==> src/rtl/core/ltf_pkg.sv <==
`timescale 1ns / 1ps
`default_nettype none
// ----------------------------------------------------------------------------
// ltf_pkg
// Shared types, sizes and the Laws kernel table for the 5x5 texture filter.
// ----------------------------------------------------------------------------
package ltf_pkg;

   localparam int MAX_WIDTH   = 512;
   localparam int MAX_HEIGHT  = 4096;
   localparam int MIN_SIZE    = 5;
   localparam int TAPS        = 5;
   localparam int STORE_ROWS  = 4;
   localparam int LANE_W      = $clog2(STORE_ROWS);
   localparam int ADDR_W      = $clog2(MAX_WIDTH);
   localparam int MAX_RESULTS = 3;
   localparam int RSP_DEPTH   = 8;
   localparam int RESP_W      = 21;
   localparam int COL_W       = 19;
   localparam int SUM_W       = 26;

   localparam logic [2:0] KSEL_L5 = 3'd0;
   localparam logic [2:0] KSEL_E5 = 3'd1;
   localparam logic [2:0] KSEL_S5 = 3'd2;
   localparam logic [2:0] KSEL_W5 = 3'd3;
   localparam logic [2:0] KSEL_R5 = 3'd4;

   localparam logic [1:0] RES_NONE  = 2'd0;
   localparam logic [1:0] RES_ONE   = 2'd1;
   localparam logic [1:0] RES_THREE = 2'd3;

   typedef logic [7:0] pixel_type;
   typedef pixel_type [TAPS-1:0] column_type;
   typedef column_type [TAPS-1:0] window_type;
   typedef logic signed [3:0] coef_type;
   typedef coef_type [TAPS-1:0] kernel_type;

   typedef struct packed {
      logic       valid;
      logic [1:0] count;
      logic       last_row;
   } res_ctl_type;

   typedef struct packed {
      logic signed [RESP_W-1:0] response;
      logic                     end_of_run;
      logic                     end_of_frame;
   } result_type;

   typedef struct packed {
      logic [1:0]                       count;
      result_type [MAX_RESULTS-1:0] item;
   } push_type;

   function automatic kernel_type laws_kernel(input logic [2:0] sel);
      kernel_type k;
      k = '0;
      unique case (sel)
         KSEL_L5: begin
            k[0] = 4'sd1;  k[1] = 4'sd4;  k[2] = 4'sd6;  k[3] = 4'sd4;  k[4] = 4'sd1;
         end
         KSEL_E5: begin
            k[0] = -4'sd1; k[1] = -4'sd2; k[2] = 4'sd0;  k[3] = 4'sd2;  k[4] = 4'sd1;
         end
         KSEL_S5: begin
            k[0] = -4'sd1; k[1] = 4'sd0;  k[2] = 4'sd2;  k[3] = 4'sd0;  k[4] = -4'sd1;
         end
         KSEL_W5: begin
            k[0] = -4'sd1; k[1] = 4'sd2;  k[2] = 4'sd0;  k[3] = -4'sd2; k[4] = 4'sd1;
         end
         KSEL_R5: begin
            k[0] = 4'sd1;  k[1] = -4'sd4; k[2] = 4'sd6;  k[3] = -4'sd4; k[4] = 4'sd1;
         end
         default: begin
            k = '0;
         end
      endcase
      return k;
   endfunction

endpackage
`default_nettype wire

==> src/rtl/core/ltf_rsp_fifo.sv <==
`timescale 1ns / 1ps
`default_nettype none
// ----------------------------------------------------------------------------
// ltf_rsp_fifo
// Result queue: takes up to three results per cycle, hands them out one at a time.
// ----------------------------------------------------------------------------
module ltf_rsp_fifo import ltf_pkg::*; (
   input  logic       clock,
   input  logic       reset,
   input  push_type   push_in,
   output logic       out_valid,
   input  logic       out_ready,
   output result_type out_item
);

   localparam int PTR_W = $clog2(RSP_DEPTH);
   localparam int CNT_W = $clog2(RSP_DEPTH + 1);

   result_type       entry_ff [RSP_DEPTH];
   logic [PTR_W-1:0] wr_ptr_ff;
   logic [PTR_W-1:0] wr_ptr_in;
   logic [PTR_W-1:0] rd_ptr_ff;
   logic [PTR_W-1:0] rd_ptr_in;
   logic [CNT_W-1:0] count_ff;
   logic [CNT_W-1:0] count_in;
   logic             pop;

   assign out_valid = (count_ff != '0);
   assign out_item  = entry_ff[rd_ptr_ff];
   assign pop       = out_valid && out_ready;

   always_comb begin
      wr_ptr_in = wr_ptr_ff + PTR_W'(push_in.count);
      rd_ptr_in = rd_ptr_ff + PTR_W'(pop);
      count_in  = count_ff + CNT_W'(push_in.count) - CNT_W'(pop);
   end

   always_ff @(posedge clock) begin
      if (reset) begin
         wr_ptr_ff <= '0;
         rd_ptr_ff <= '0;
         count_ff  <= '0;
      end else begin
         wr_ptr_ff <= wr_ptr_in;
         rd_ptr_ff <= rd_ptr_in;
         count_ff  <= count_in;
      end
      for (int k = 0; k < MAX_RESULTS; k++) begin
         if (k < int'(push_in.count)) begin
            entry_ff[wr_ptr_ff + PTR_W'(k)] <= push_in.item[k];
         end
      end
   end

endmodule
`default_nettype wire

==> config.mk <==
export PLATFORM = sky130hd
export DESIGN_NAME = ltf_rsp_fifo
export DESIGN_NICKNAME = d
export VERILOG_FILES = /design/src/rtl/core/ltf_pkg.sv /design/src/rtl/core/ltf_rsp_fifo.sv
export SDC_FILE = /design/constraint.sdc
export NUM_CORES = 1
export LEC_CHECK = 0
export BUFFER_PORTS_ARGS = -buffer_cell sky130_fd_sc_hd__buf_2
export CORE_MARGIN = 5
export CORE_UTILIZATION = 55
export CTS_CLUSTER_SIZE = 30
export DETAILED_ROUTE_END_ITERATION = 10
export HOLD_SLACK_MARGIN = 0.15
export PLACE_DENSITY = 0.77
export SYNTH_ARGS = -nofsm -noshare
export SYNTH_HDL_FRONTEND = slang
export SYNTH_SLANG_ARGS = --single-unit
==> constraint.sdc <==
create_clock -name clock -period 3 [get_ports clock]
set_clock_uncertainty 0.2 [all_clocks]
set_input_delay 0.15 -clock clock [delete_from_list [all_inputs] [get_ports clock]]
set_output_delay 0.15 -clock clock [all_outputs]
set_load 0.05 [all_outputs]
# --- Word level (Yosys, flattened, before mapping) ---
# Memories as Yosys holds them, arrays and structs flattened. A register that Yosys moved wholly into a read port is not among the register bits.
# Index checks and enable logic that the tools add are counted.
op_classes:
  add_sub_neg: 6
  order_cmp: 3
  n_mux: 7
  reduce_logical: 2
op_table:
  columns: ["operator", "count"]
  rows:
  - ["2-to-1 mux 1 bit", 6]
  - ["adder 4 x 2 -> 4 bit", 1]
  - ["less-than comparator 1 x 2 -> 1 bit, first input constant", 2]
  - ["nonzero test 4 bit", 1]
  - ["subtractor 4 x 1 -> 4 bit", 1]
  - ["adder 3 x 1 -> 3 bit", 1]
  - ["adder 3 x 1 -> 3 bit, second input constant", 1]
  - ["adder 3 x 2 -> 3 bit", 1]
  - ["adder 3 x 2 -> 3 bit, second input constant", 1]
  - ["2-to-1 mux 3 bit", 1]
  - ["less-than comparator 2 bit, first input constant", 1]
  - ["logical AND 1 bit", 1]
word_totals:
  ff_bits: 10
  ram_bits: 184
  inputBits: 74
  elab_cells: 22
  memories: 1
memory_table:
  columns: ["memory", "depth", "word_bits", "read_ports", "rd_ports_with_merged_regs", "wr", "line", "rtl"]
  rows:
  - ["entry_ff", 8, 23, 1, 1, 3, "ltf_rsp_fifo.sv:19", "result_type entry_ff [RSP_DEPTH];"]

# --- Longest topological paths before layout ---
logic_depth:
  ltp_word: 4
  mapped_depth: 11
  ltp_nobuf: 11

# --- Least setup slack after synthesis ---
# OpenSTA, ideal clock, no wires.
synth_timing:
  kind: "reg-to-reg"
  startpoint: "register wr_ptr_ff[0]"
  endpoint: "memory entry_ff[1][0] in the netlist's numbering (enable)"
  setup_ps: 409
  arrival_ps: 2516
  slack_ps: -125
  path_stages_with_launch: 5
  n_path_buf: 1
  synth_period_minus_slack_ps: 3125
  cell_sequence: "dfxtp_1 > ha_1 > or3b_2 > clkbuf_1 > o2bb2ai_1"
synth_lines:
  columns: ["element", "line", "rtl"]
  rows:
  - ["start: declaration", "ltf_rsp_fifo.sv:20", "logic [PTR_W-1:0] wr_ptr_ff;"]
  - ["start signal: assignment", "ltf_rsp_fifo.sv:44", "wr_ptr_ff <= wr_ptr_in;"]
  - ["end: declaration", "ltf_rsp_fifo.sv:19", null]

==> flow_summary_export.csv <==
group,metric,value,unit
run_status,status,"complete, no violations",
routing,wire_per_inst,25.1,µm
cells_and_area,area_growth,19.8,%
cells_and_area,diodes,0,
power,cellPowerDensity,611,mW/mm²
sta,worstMarginPinSlew,0.843,ns
floorplanning,start_util,55.6,%
floorplanning,core,0.0234,mm²
sta,rsz0062_at_grt,"false",
floorplanning,die_w,164,µm
clock_network,cts_root_buf,"clkbuf_16",
clock_network,clockBufferDepth,2,
synth,synth_edf_count,184,
synth,yosysWarnings,0,
synth,syn_area_per_cell,9.53,µm²
routing,final_antenna_net_count,0,
grt,grt_pass1_wl,68900,µm
routing,drt-total-wl,45400,µm
clock_network,cts_tree,"done",
place,gp_congestion,0.869,
worst_setup_path,start_kind,"register",
synth,netlist_instances,1366,
cells_and_area,finalNetCount,1565,
hold_path,hold_start,"push_in[70]",
place,dp_slack,0.493,ns
routing,drt_iter0_drc,1892,
routing,vias,12700,
routing,first_pass_iters,9,
grt,grt-ovfl-total,0,
floorplanning,die_h,164,µm
synth,async_flop_share,0,%
worst_setup_path,path_max_fanout,23,
run,max-cap-violations,0,
floorplanning,rows,56,
synth,syn_nets,1450,
routing,drc,0,
grt,grt_pass1_vias,12200,
worst_setup_path,worstReg2RegStart,"wr_ptr_ff[2]",
place,port_buffers,97,
sta,setup_ws,0.0652,ns
grt,grt_max_degree,87,
power,leakage,5.03,nW
worst_setup_path,arrival,3.04,ns
hold_path,min_path_cells,4,
clock_network,clk_latency,0.43,ns
sta,finalSetupViolations,0,
sta,fin_crit_sh,97.8,%
clock_network,h-tree-depth,4,
worst_setup_path,r2r_cells,5,
worst_setup_path,critPathKind,"register to register",
sta,fin_crit,2.93,ns
clock_network,cts_inserted_buffers,17,
worst_setup_path,critPathCaptureType,"register",
sta,finalMaxSlewViolations,0,
sta,slew_headroom,43.8,%
cells_and_area,final_cell_count_no_fill,1812,
power,peakVddDrop,427,µV
synth,ys.flop_type,"edfxtp_1",
sta,hold_viol,0,
floorplanning,top_level_ports,98,
grt,grt_usage,33.4,%
place,dp_hpwl,26800,µm
synth,yosysSeqAreaShare,44.0,%
synth,synth.distinct_cells,43,
hold_path,min_path_type,"input pin to register",
cells_and_area,final_common_cell,"nand2_1",
place,dpl.cell_count,1660,
synth,synth-seq-cells,194,
clock_network,cts.clk_slew.worst_paths,0.07,ns
synth,syn_area,0.0130,mm²
cells_and_area,drive_above_1_share,20.1,%
floorplanning,die_area,0.0268,mm²
sta,max_freq,341,MHz
power,power.total,9.53,mW
worst_setup_path,critPathRequiredTime,3.11,ns
routing,vias_per_cell,7.03,
worst_setup_path,critPathLaunch,"wr_ptr_ff[2]",
cells_and_area,layout_common_cells,"nand2_1 (185), nor3_1 (184), a31oi_1 (184), edfxtp_1 (184), o21ai_0 (163)",
clock_network,clock-sinks,194,
grt,antenna_found_initial,0,
[kinds of logic (layout without fill, tap and decap cells)]
| group | count (synthesis) | count (layout) | share of synthesized area [%] |
|---|---|---|---|
| xor+xnor | 5 | 6 | 0.538 |
| fa+ha+maj | 11 | 11 | 1.15 |
| simple gates | 494 | 494 | 20.7 |
| mux | 72 | 72 | 10.2 |
| compound gates | 382 | 382 | 16.6 |
| flops | 194 | 194 | 44.0 |
| buf+inv | 208 | 334 | 6.77 |
[flip-flops by register name, summed over array words and instances, names as in the netlist]
register,count
entry_ff,184
count_ff,4
rd_ptr_ff,3
wr_ptr_ff,3
[critical path, stage by stage, from the launching register on]
cell and delay [ns]:
dfxtp_1 0.73, buf_4 0.28, nand2_2 0.08, or2_2 0.64, a31oi_1 0.29, dlygate4sd3_1 0.57
[timing repair]
action,in CTS,in global routing
hold buffers,113,0
buffers inserted,0,7
resized for setup,0,5
endpoints found under the hold margin,194,0
setup endpoints to repair,0,35
[layer usage]
| metal | track usage, % | vias up | share of wire, % |
|---|---|---|---|
| met5 | 0 | - | 0 |
| met4 | 17.6 | 0 | 5.4 |
| met3 | 7.70 | 246 | 14 |
| met2 | 53.1 | 1097 | 46 |
| met1 | 42.8 | 5911 | 35 |
| li1 | - | 5486 | - |
[power breakdown]
group	internal [mW]	switching, mW	total, mW
combinational	1.35	2.35	3.69
sequential	3.44	0.169	3.61
clock	1.22	1.02	2.23
total	6.00	3.53	9.53
[through the flow]
step	TNS (ns)	area (µm²)	util, %	hold WS [ns]
global placement	0	13800	59.1	0.262
finish	0	15600	66.6	0.260
floorplan	-5.49	13000	-	0.181
global route	0	15600	66.6	0.285
CTS	0	15500	66.3	0.240
detailed placement	0	13800	59.1	0.268
[cell usage after synthesis, types with 6 or more instances]
cell / number / area share [%]
nand2_1: 186 / 5.4
a31oi_1: 184 / 8.8
edfxtp_1: 184 / 42
nor3_1: 184 / 7.1
o21ai_0: 163 / 6.3
clkbuf_1: 129 / 3.7
and4b_1: 46 / 3.5
mux4_2: 46 / 8.0
buf_2: 34 / 1.3
mux2_2: 25 / 2.2
and4_1: 23 / 1.5
nor4bb_1: 23 / 1.8
o21ai_1: 23 / 0.88
buf_1: 19 / 0.55
inv_1: 14 / 0.40
dfxtp_1: 10 / 1.5
ha_1: 8 / 0.77
buf_4: 7 / 0.40
nor2_1: 6 / 0.17
o22ai_1: 6 / 0.29
or2_2: 6 / 0.29
[final timing paths]
check             slack [ns]               to
setup / recovery        0.07  entry_ff[7][13]
hold / removal          0.26     wr_ptr_ff[1]
setup reg to reg        0.07  entry_ff[7][13]
hold reg to reg         0.49     wr_ptr_ff[1]
[cell type report]
cell class / instances / area, µm²
clock buffer: 20 / 437
clock inverter: 11 / 114
fill: 1788 / 7800
inverter: 14 / 52.6
multi-input combinational: 965 / 6530
sequential: 194 / 5730
tap: 319 / 399
timing repair buffer: 289 / 2330
(Power assumes the default switching activity.)
