==> config.mk <==
export PLATFORM = sky130hd
export DESIGN_NAME = ltf_mask_sum
export DESIGN_NICKNAME = d
export VERILOG_FILES = /design/src/rtl/core/ltf_pkg.sv /design/src/rtl/core/ltf_mask_sum.sv
export SDC_FILE = /design/constraint.sdc
export NUM_CORES = 2
export LEC_CHECK = 0
export ABC_AREA = 1
export BUFFER_PORTS_ARGS = -buffer_cell sky130_fd_sc_hd__buf_2
export CORE_AREA = 3 3 380 382
export DETAILED_ROUTE_END_ITERATION = 12
export DIE_AREA = 0 0 383 385
export SKIP_LAST_GASP = 1
export SLEW_MARGIN = 0
export SYNTH_ARGS = -nofsm -noshare
export SYNTH_HDL_FRONTEND = slang
export SYNTH_SLANG_ARGS = --single-unit
==> constraint.sdc <==
create_clock -name clock -period 12.5 [get_ports clock]
set_clock_uncertainty 0.2 [all_clocks]
set_input_delay 1.25 -clock clock [delete_from_list [all_inputs] [get_ports clock]]
set_output_delay 1.25 -clock clock [all_outputs]
set_load 0.01 [all_outputs]
==> src/rtl/core/ltf_pkg.sv <==
`timescale 1ns / 1ps
`default_nettype none
// ----------------------------------------------------------------------------
// ltf_pkg
// Shared types, sizes and the Laws kernel table for the 5x5 texture filter.
// ----------------------------------------------------------------------------
package ltf_pkg;

   localparam int MAX_WIDTH   = 512;
   localparam int MAX_HEIGHT  = 4096;
   localparam int MIN_SIZE    = 5;
   localparam int TAPS        = 5;
   localparam int STORE_ROWS  = 4;
   localparam int LANE_W      = $clog2(STORE_ROWS);
   localparam int ADDR_W      = $clog2(MAX_WIDTH);
   localparam int MAX_RESULTS = 3;
   localparam int RSP_DEPTH   = 8;
   localparam int RESP_W      = 21;
   localparam int COL_W       = 19;
   localparam int SUM_W       = 26;

   localparam logic [2:0] KSEL_L5 = 3'd0;
   localparam logic [2:0] KSEL_E5 = 3'd1;
   localparam logic [2:0] KSEL_S5 = 3'd2;
   localparam logic [2:0] KSEL_W5 = 3'd3;
   localparam logic [2:0] KSEL_R5 = 3'd4;

   localparam logic [1:0] RES_NONE  = 2'd0;
   localparam logic [1:0] RES_ONE   = 2'd1;
   localparam logic [1:0] RES_THREE = 2'd3;

   typedef logic [7:0] pixel_type;
   typedef pixel_type [TAPS-1:0] column_type;
   typedef column_type [TAPS-1:0] window_type;
   typedef logic signed [3:0] coef_type;
   typedef coef_type [TAPS-1:0] kernel_type;

   typedef struct packed {
      logic       valid;
      logic [1:0] count;
      logic       last_row;
   } res_ctl_type;

   typedef struct packed {
      logic signed [RESP_W-1:0] response;
      logic                     end_of_run;
      logic                     end_of_frame;
   } result_type;

   typedef struct packed {
      logic [1:0]                       count;
      result_type [MAX_RESULTS-1:0] item;
   } push_type;

   function automatic kernel_type laws_kernel(input logic [2:0] sel);
      kernel_type k;
      k = '0;
      unique case (sel)
         KSEL_L5: begin
            k[0] = 4'sd1;  k[1] = 4'sd4;  k[2] = 4'sd6;  k[3] = 4'sd4;  k[4] = 4'sd1;
         end
         KSEL_E5: begin
            k[0] = -4'sd1; k[1] = -4'sd2; k[2] = 4'sd0;  k[3] = 4'sd2;  k[4] = 4'sd1;
         end
         KSEL_S5: begin
            k[0] = -4'sd1; k[1] = 4'sd0;  k[2] = 4'sd2;  k[3] = 4'sd0;  k[4] = -4'sd1;
         end
         KSEL_W5: begin
            k[0] = -4'sd1; k[1] = 4'sd2;  k[2] = 4'sd0;  k[3] = -4'sd2; k[4] = 4'sd1;
         end
         KSEL_R5: begin
            k[0] = 4'sd1;  k[1] = -4'sd4; k[2] = 4'sd6;  k[3] = -4'sd4; k[4] = 4'sd1;
         end
         default: begin
            k = '0;
         end
      endcase
      return k;
   endfunction

endpackage
`default_nettype wire

==> src/rtl/core/ltf_mask_sum.sv <==
`timescale 1ns / 1ps
`default_nettype none
// ----------------------------------------------------------------------------
// ltf_mask_sum
// Separable mask arithmetic: registered column sums, then one horizontal sum
// per item, or a set of three at a row end, handed to the result queue.
// ----------------------------------------------------------------------------
module ltf_mask_sum import ltf_pkg::*; (
   input  logic        clock,
   input  logic        reset,
   input  res_ctl_type ctl_in,
   input  window_type  window_in,
   input  logic [2:0]  v_sel,
   input  logic [2:0]  h_sel,
   input  logic [11:0] mean_level,
   output push_type    push_out
);

   kernel_type                kv;
   kernel_type                kh;
   logic signed [6:0]         ksum;
   logic signed [COL_W-1:0]   mean_term;
   logic signed [COL_W-1:0]   psum [TAPS];
   logic signed [COL_W-1:0]   col_sum [TAPS];
   logic signed [COL_W-1:0]   col_ff [TAPS];
   res_ctl_type               ctl_ff;
   logic signed [SUM_W-1:0]   resp [MAX_RESULTS];

   // vertical weighting of each column slot, mean folded in once per column
   always_comb begin
      kv = laws_kernel(v_sel);
      ksum = '0;
      for (int r = 0; r < TAPS; r++) begin
         ksum = ksum + 7'(kv[r]);
      end
      mean_term = COL_W'($signed({1'b0, mean_level})) * COL_W'(ksum);
      for (int c = 0; c < TAPS; c++) begin
         psum[c] = '0;
         for (int r = 0; r < TAPS; r++) begin
            psum[c] = psum[c] + COL_W'(kv[r]) * COL_W'($signed({1'b0, window_in[c][r]}));
         end
         col_sum[c] = (psum[c] <<< 4) - mean_term;
      end
   end

   always_ff @(posedge clock) begin
      if (reset) begin
         ctl_ff <= '0;
      end else begin
         ctl_ff <= ctl_in;
      end
      for (int c = 0; c < TAPS; c++) begin
         col_ff[c] <= col_sum[c];
      end
   end

   // result j sees the window shifted j times with the last column replicated
   always_comb begin
      kh = laws_kernel(h_sel);
      for (int j = 0; j < MAX_RESULTS; j++) begin
         resp[j] = '0;
         for (int c = 0; c < TAPS; c++) begin
            resp[j] = resp[j] + SUM_W'(kh[c]) *
                      SUM_W'(col_ff[(c + j > TAPS - 1) ? TAPS - 1 : c + j]);
         end
      end
      push_out.count = ctl_ff.valid ? ctl_ff.count : RES_NONE;
      push_out.item[0].response     = resp[0][RESP_W-1:0];
      push_out.item[0].end_of_run   = (ctl_ff.count == RES_ONE);
      push_out.item[0].end_of_frame = 1'b0;
      push_out.item[1].response     = resp[1][RESP_W-1:0];
      push_out.item[1].end_of_run   = 1'b0;
      push_out.item[1].end_of_frame = 1'b0;
      push_out.item[2].response     = resp[2][RESP_W-1:0];
      push_out.item[2].end_of_run   = 1'b1;
      push_out.item[2].end_of_frame = ctl_ff.last_row;
   end

endmodule
`default_nettype wire

**After elaboration in Yosys (flattened, before gate mapping)**

Memory sizes are Yosys's and may differ from the RTL's.
Index checks and enable logic that the tools add are counted.

- Flip-flop bits (word level): 4
- Memory bits (writable): 95
- Input port bits: 224
- Output and inout bits: 71
- Memories: 1

- Add/sub/neg operators: 41
- Multiply operators: 38
- Equal/unequal tests: 9
- Multiplexer cells: 3
- Reduce and logical (&&, ||, !) cells: 2

Memories:

| memory | depth | bits a word | rd ports | clocked after Yosys merged registers in | wr ports | line | text |
|---|---|---|---|---|---|---|---|
| col_ff | 5 | 19 | 5 | 0 | 5 | ltf_mask_sum.sv:25 | `logic signed [COL_W-1:0] col_ff [TAPS];` |

Operators by type and width:

| cell | number |
|---|---|
| 4-bit by 9-bit multiplier with 13-bit output | 25 |
| 21-bit adder | 12 |
| 4-bit by 19-bit multiplier with 21-bit output | 12 |
| 20-bit case mux with 5 select lines | 2 |
| 15-bit by 13-bit adder with 15-bit output | 10 |
| 19-bit subtractor | 5 |
| 14-bit by 13-bit adder with 15-bit output | 5 |
| 13-bit by 13-bit adder with 14-bit output | 5 |
| 13-bit by 7-bit multiplier with 19-bit output | 1 |
| 3-bit by 2-bit equality test with 1-bit output (second input constant) | 4 |
| 6-bit by 4-bit adder with 7-bit output | 1 |
| 7-bit by 4-bit adder with 7-bit output | 1 |
| 5-bit by 4-bit adder with 6-bit output | 1 |
| 3-bit by 1-bit equality test with 1-bit output (second input constant) | 2 |
| 3-bit equality test (second input constant) | 2 |
| 3-bit zero test | 2 |
| 4-bit by 4-bit adder with 5-bit output | 1 |
| 2-bit by 1-bit equality test with 1-bit output (second input constant) | 1 |
| 2-bit 2-to-1 mux | 1 |

**Logic depth before layout (Yosys ltp)**

- Depth in word-level cells: 8
- Mapped depth: 47
- Depth with buffers taken out: 45

**Worst setup path before layout**

OpenSTA, ideal clock, no wires.

- Kind: input to output
- From: in h_sel[2]
- To: out push_out[45] (netlist bit)
- Arrival time: 9223 ps
- Data required time: 11050 ps
- Slack: 1827 ps
- Cell stages on the path: 40
- Buffers on the path: 2
- Cell sequence: buf_6 -> nor2_1 -> nand2_1 -> clkinv_1 -> clkbuf_1 -> nand2_1 -> fa_1 -> inv_1 -> fa_1 -> ha_1 -> ha_1 -> inv_1 -> fa_1 -> inv_1 -> nand3_1 -> nand2_1 -> nand2_1 -> nand3_1 -> [... 4 more ...] -> xor2_1 -> ha_1 -> fa_1 -> inv_1 -> fa_1 -> fa_1 -> inv_1 -> fa_1 -> fa_1 -> ha_1 -> nand4_1 -> inv_1 -> nand2_1 -> or2_2 -> o311ai_0 -> inv_1 -> nand3_1 -> nand2_1

RTL lines:

| what | line | text |
|---|---|---|
| start: declaration | ltf_mask_sum.sv:14 | `input logic [2:0] h_sel,` |
| end: declaration | ltf_mask_sum.sv:16 | `output push_type push_out` |

==> metrics.txt <==
Final setup violation count=0; unrepaired setup endpoints after global routing=false; count of input and output buffers=284; row count=roughly 140; final worst path period share=95.1%; quantity of hold-fixing buffers added after cts=0; final instance area=just over 60000 um^2; placer's final routability congestion estimate=0.939; logic depth of the worst setup path including buffers=45; CP max-delay cell=fa_1; layout cell share with drive strength beyond 1=5.92%; average instance area after synthesis=8.02 um^2; via count of the first global-routing pass=46900; iteration-0 DRC count of the detailed router=2496; number of vias in the routed layout=44500; proportion of synthesized flip-flops having asynchronous set or reset=0%; max-slew violations=0; overall die width=about 380 um; CTS buffer count=9; run status=completed; leading post-synthesis cells by cell area=fa_1 (41%), ha_1 (18%), inv_1 (13%), nand2_1 (6.4%), nor2_1 (5.9%); type of origin of the critical path=input pin; buffer type at the clock tree root=clkbuf_16; area leader, netlist=fa_1; signal arrival time at the worst endpoint=between 10 and 15 ns; total congestion overflow=0; met2 track demand over resource in global routing=39.0%; slew at the pin closest to its max-slew limit=0.968 ns; half-perimeter wire length of the detailed placement result=148 mm; CP most frequent cell=inv_1; synthesized area=56500 um^2; chip height=a little under 400 um; Worst Path Max Fanout=8; mean routed wirelength per cell=18.1 um; initial standard-cell utilization of the core=between 30 and 40%; Netlist cell types=53; global-route wire length before repair=262 mm; clock transition time at the flip-flop clock pins of the worst setup and hold paths=roughly 0.060 ns; area taken by multi-input logic gates=46700 um^2; met3 Use GR=1.56%; total area of sequential cells=1640 um^2; most common cell after layout, fill and taps aside=inv_1; shortest clock period the worst path allows after layout=11.89 ns; DR DRC count=0; number of nets in the finished design=9452; most used routing layer=met2; top_reg_cell synth=dfxtp_1; element type at the critical path end=output port; overall track demand over capacity in global routing=22.9%; clock sink count=82; highest-count cells in the layout ignoring fill and taps=inv_1 (2026), fa_1 (1153), nand2_1 (963), nor2_1 (882), ha_1 (800); number of filler cells placed in the layout=14400; area inside the core boundary=141000 um^2; kind of cell adding the most delay to the critical path=adder cells; cells after synthesis=7042; Longest Clk Path Bufs=2; WP data required=roughly 11 ns; Worst Hold Class=in2reg; area post-placement=60200 um^2; warnings from Yosys=0; hold path depth=2; via-per-instance ratio=4.85; kind of critical path=in2out; iteration count of the initial detailed-routing pass=6; maximum number of pins on one net before global-route repair=68; initial antenna violation count=0; crit path buf inv count=13; final count of hold timing violations=0; clock tree from TritonCTS=done; die footprint=~150000 um^2; slew margin rel.=between 30% and 40%; worst stage delay on the critical path=about 0.56 ns; share of the yosys chip area belonging to registers=2.91%; synthesis-stage register bit count=82; area share of the largest cell type after synthesis=40.9%; area growth from synthesis to layout=7.08%; total wirelength of the detailed-routed design=around 170 mm; final setup TNS=0 ns; final antenna-violating net count=0; H-tree levels=3; number of enable-type register cells in the synthesized netlist=0; achievable clock frequency=84.1 MHz; Boundary Pins=295; number of maximum-capacitance violations=0; GR Util met1=a little under a third
-- synthesized netlist by cell type, types with 26 or more instances --
| master | count |
|---|---|
| a21oi_1 | 209 |
| clkbuf_1 | 88 |
| dfxtp_1 | 82 |
| fa_1 | 1153 |
| ha_1 | 800 |
| inv_1 | 2029 |
| nand2_1 | 964 |
| nand3_1 | 161 |
| nand4_1 | 27 |
| nor2_1 | 886 |
| nor3_1 | 26 |
| o21ai_0 | 91 |
| o21bai_1 | 31 |
| or2_2 | 28 |
| xnor2_1 | 87 |
| xor2_1 | 188 |
-- worst paths after layout --
path | to | from
max | push_out[68] | h_sel[2]
min | ctl_ff[1]$_SDFF_PP0_ | reset
-- logic make-up (layout without fill, tap and decap cells) --
family                     count (synthesis)  after routing  synth area share (%)
and+or+nand+nor                         2131           2131                  15.1
other                                      2             11                0.0133
buffers and inverters                   2166           2396                  14.6
AOI/OAI and AO/OA                        430            430                  4.40
DFF                                       82             82                  2.91
adders and majority gates               1953           1953                  58.6
xor gates and xnor gates                 278            278                  4.35
-- state kept, by name, indices dropped and copies added (netlist names) --
signal / flops
ctl_ff: 3
push_out: 1
col_ff: 78
-- metal layers --
metal	wire length, um	share of wire (%)
met2	78500	47
met4	5480	3.3
met1	72800	44
met5	0	0
met3	9040	5.5
-- final cells by class --
cell class              count  share of cell area [%]
multi-input cells        4802                    77.2
inverters                2041                    12.7
well taps                1890                    3.91
repair buffers            339                    3.05
flip-flops and latches     82                    2.72
clock buffers              10                   0.379
clock inverters             6                  0.0807
diodes                      1                 0.00414
-- stage by stage --
step	worst slack, ns	std cells	hold WS [ns]	utilization, %
final	0.614	9171	0.891	42.8
after global routing	0.0727	9170	0.905	42.7
after CTS	0.253	9169	0.882	42.7
after detailed placement	0.276	9153	1.25	42.5
after global placement	0.312	9153	1.25	42.5
after floorplan	1.83	7050	1.12	-
-- timing repair --
item / 4_1_cts / 5_1_grt
setup buffers: 0 / 1
resized for setup: 0 / 2
setup endpoints to repair: 0 / 4
Power is left out: the tool's default activity adds up to more than one toggle a clock period on the data nets, which glitch-free logic cannot reach.
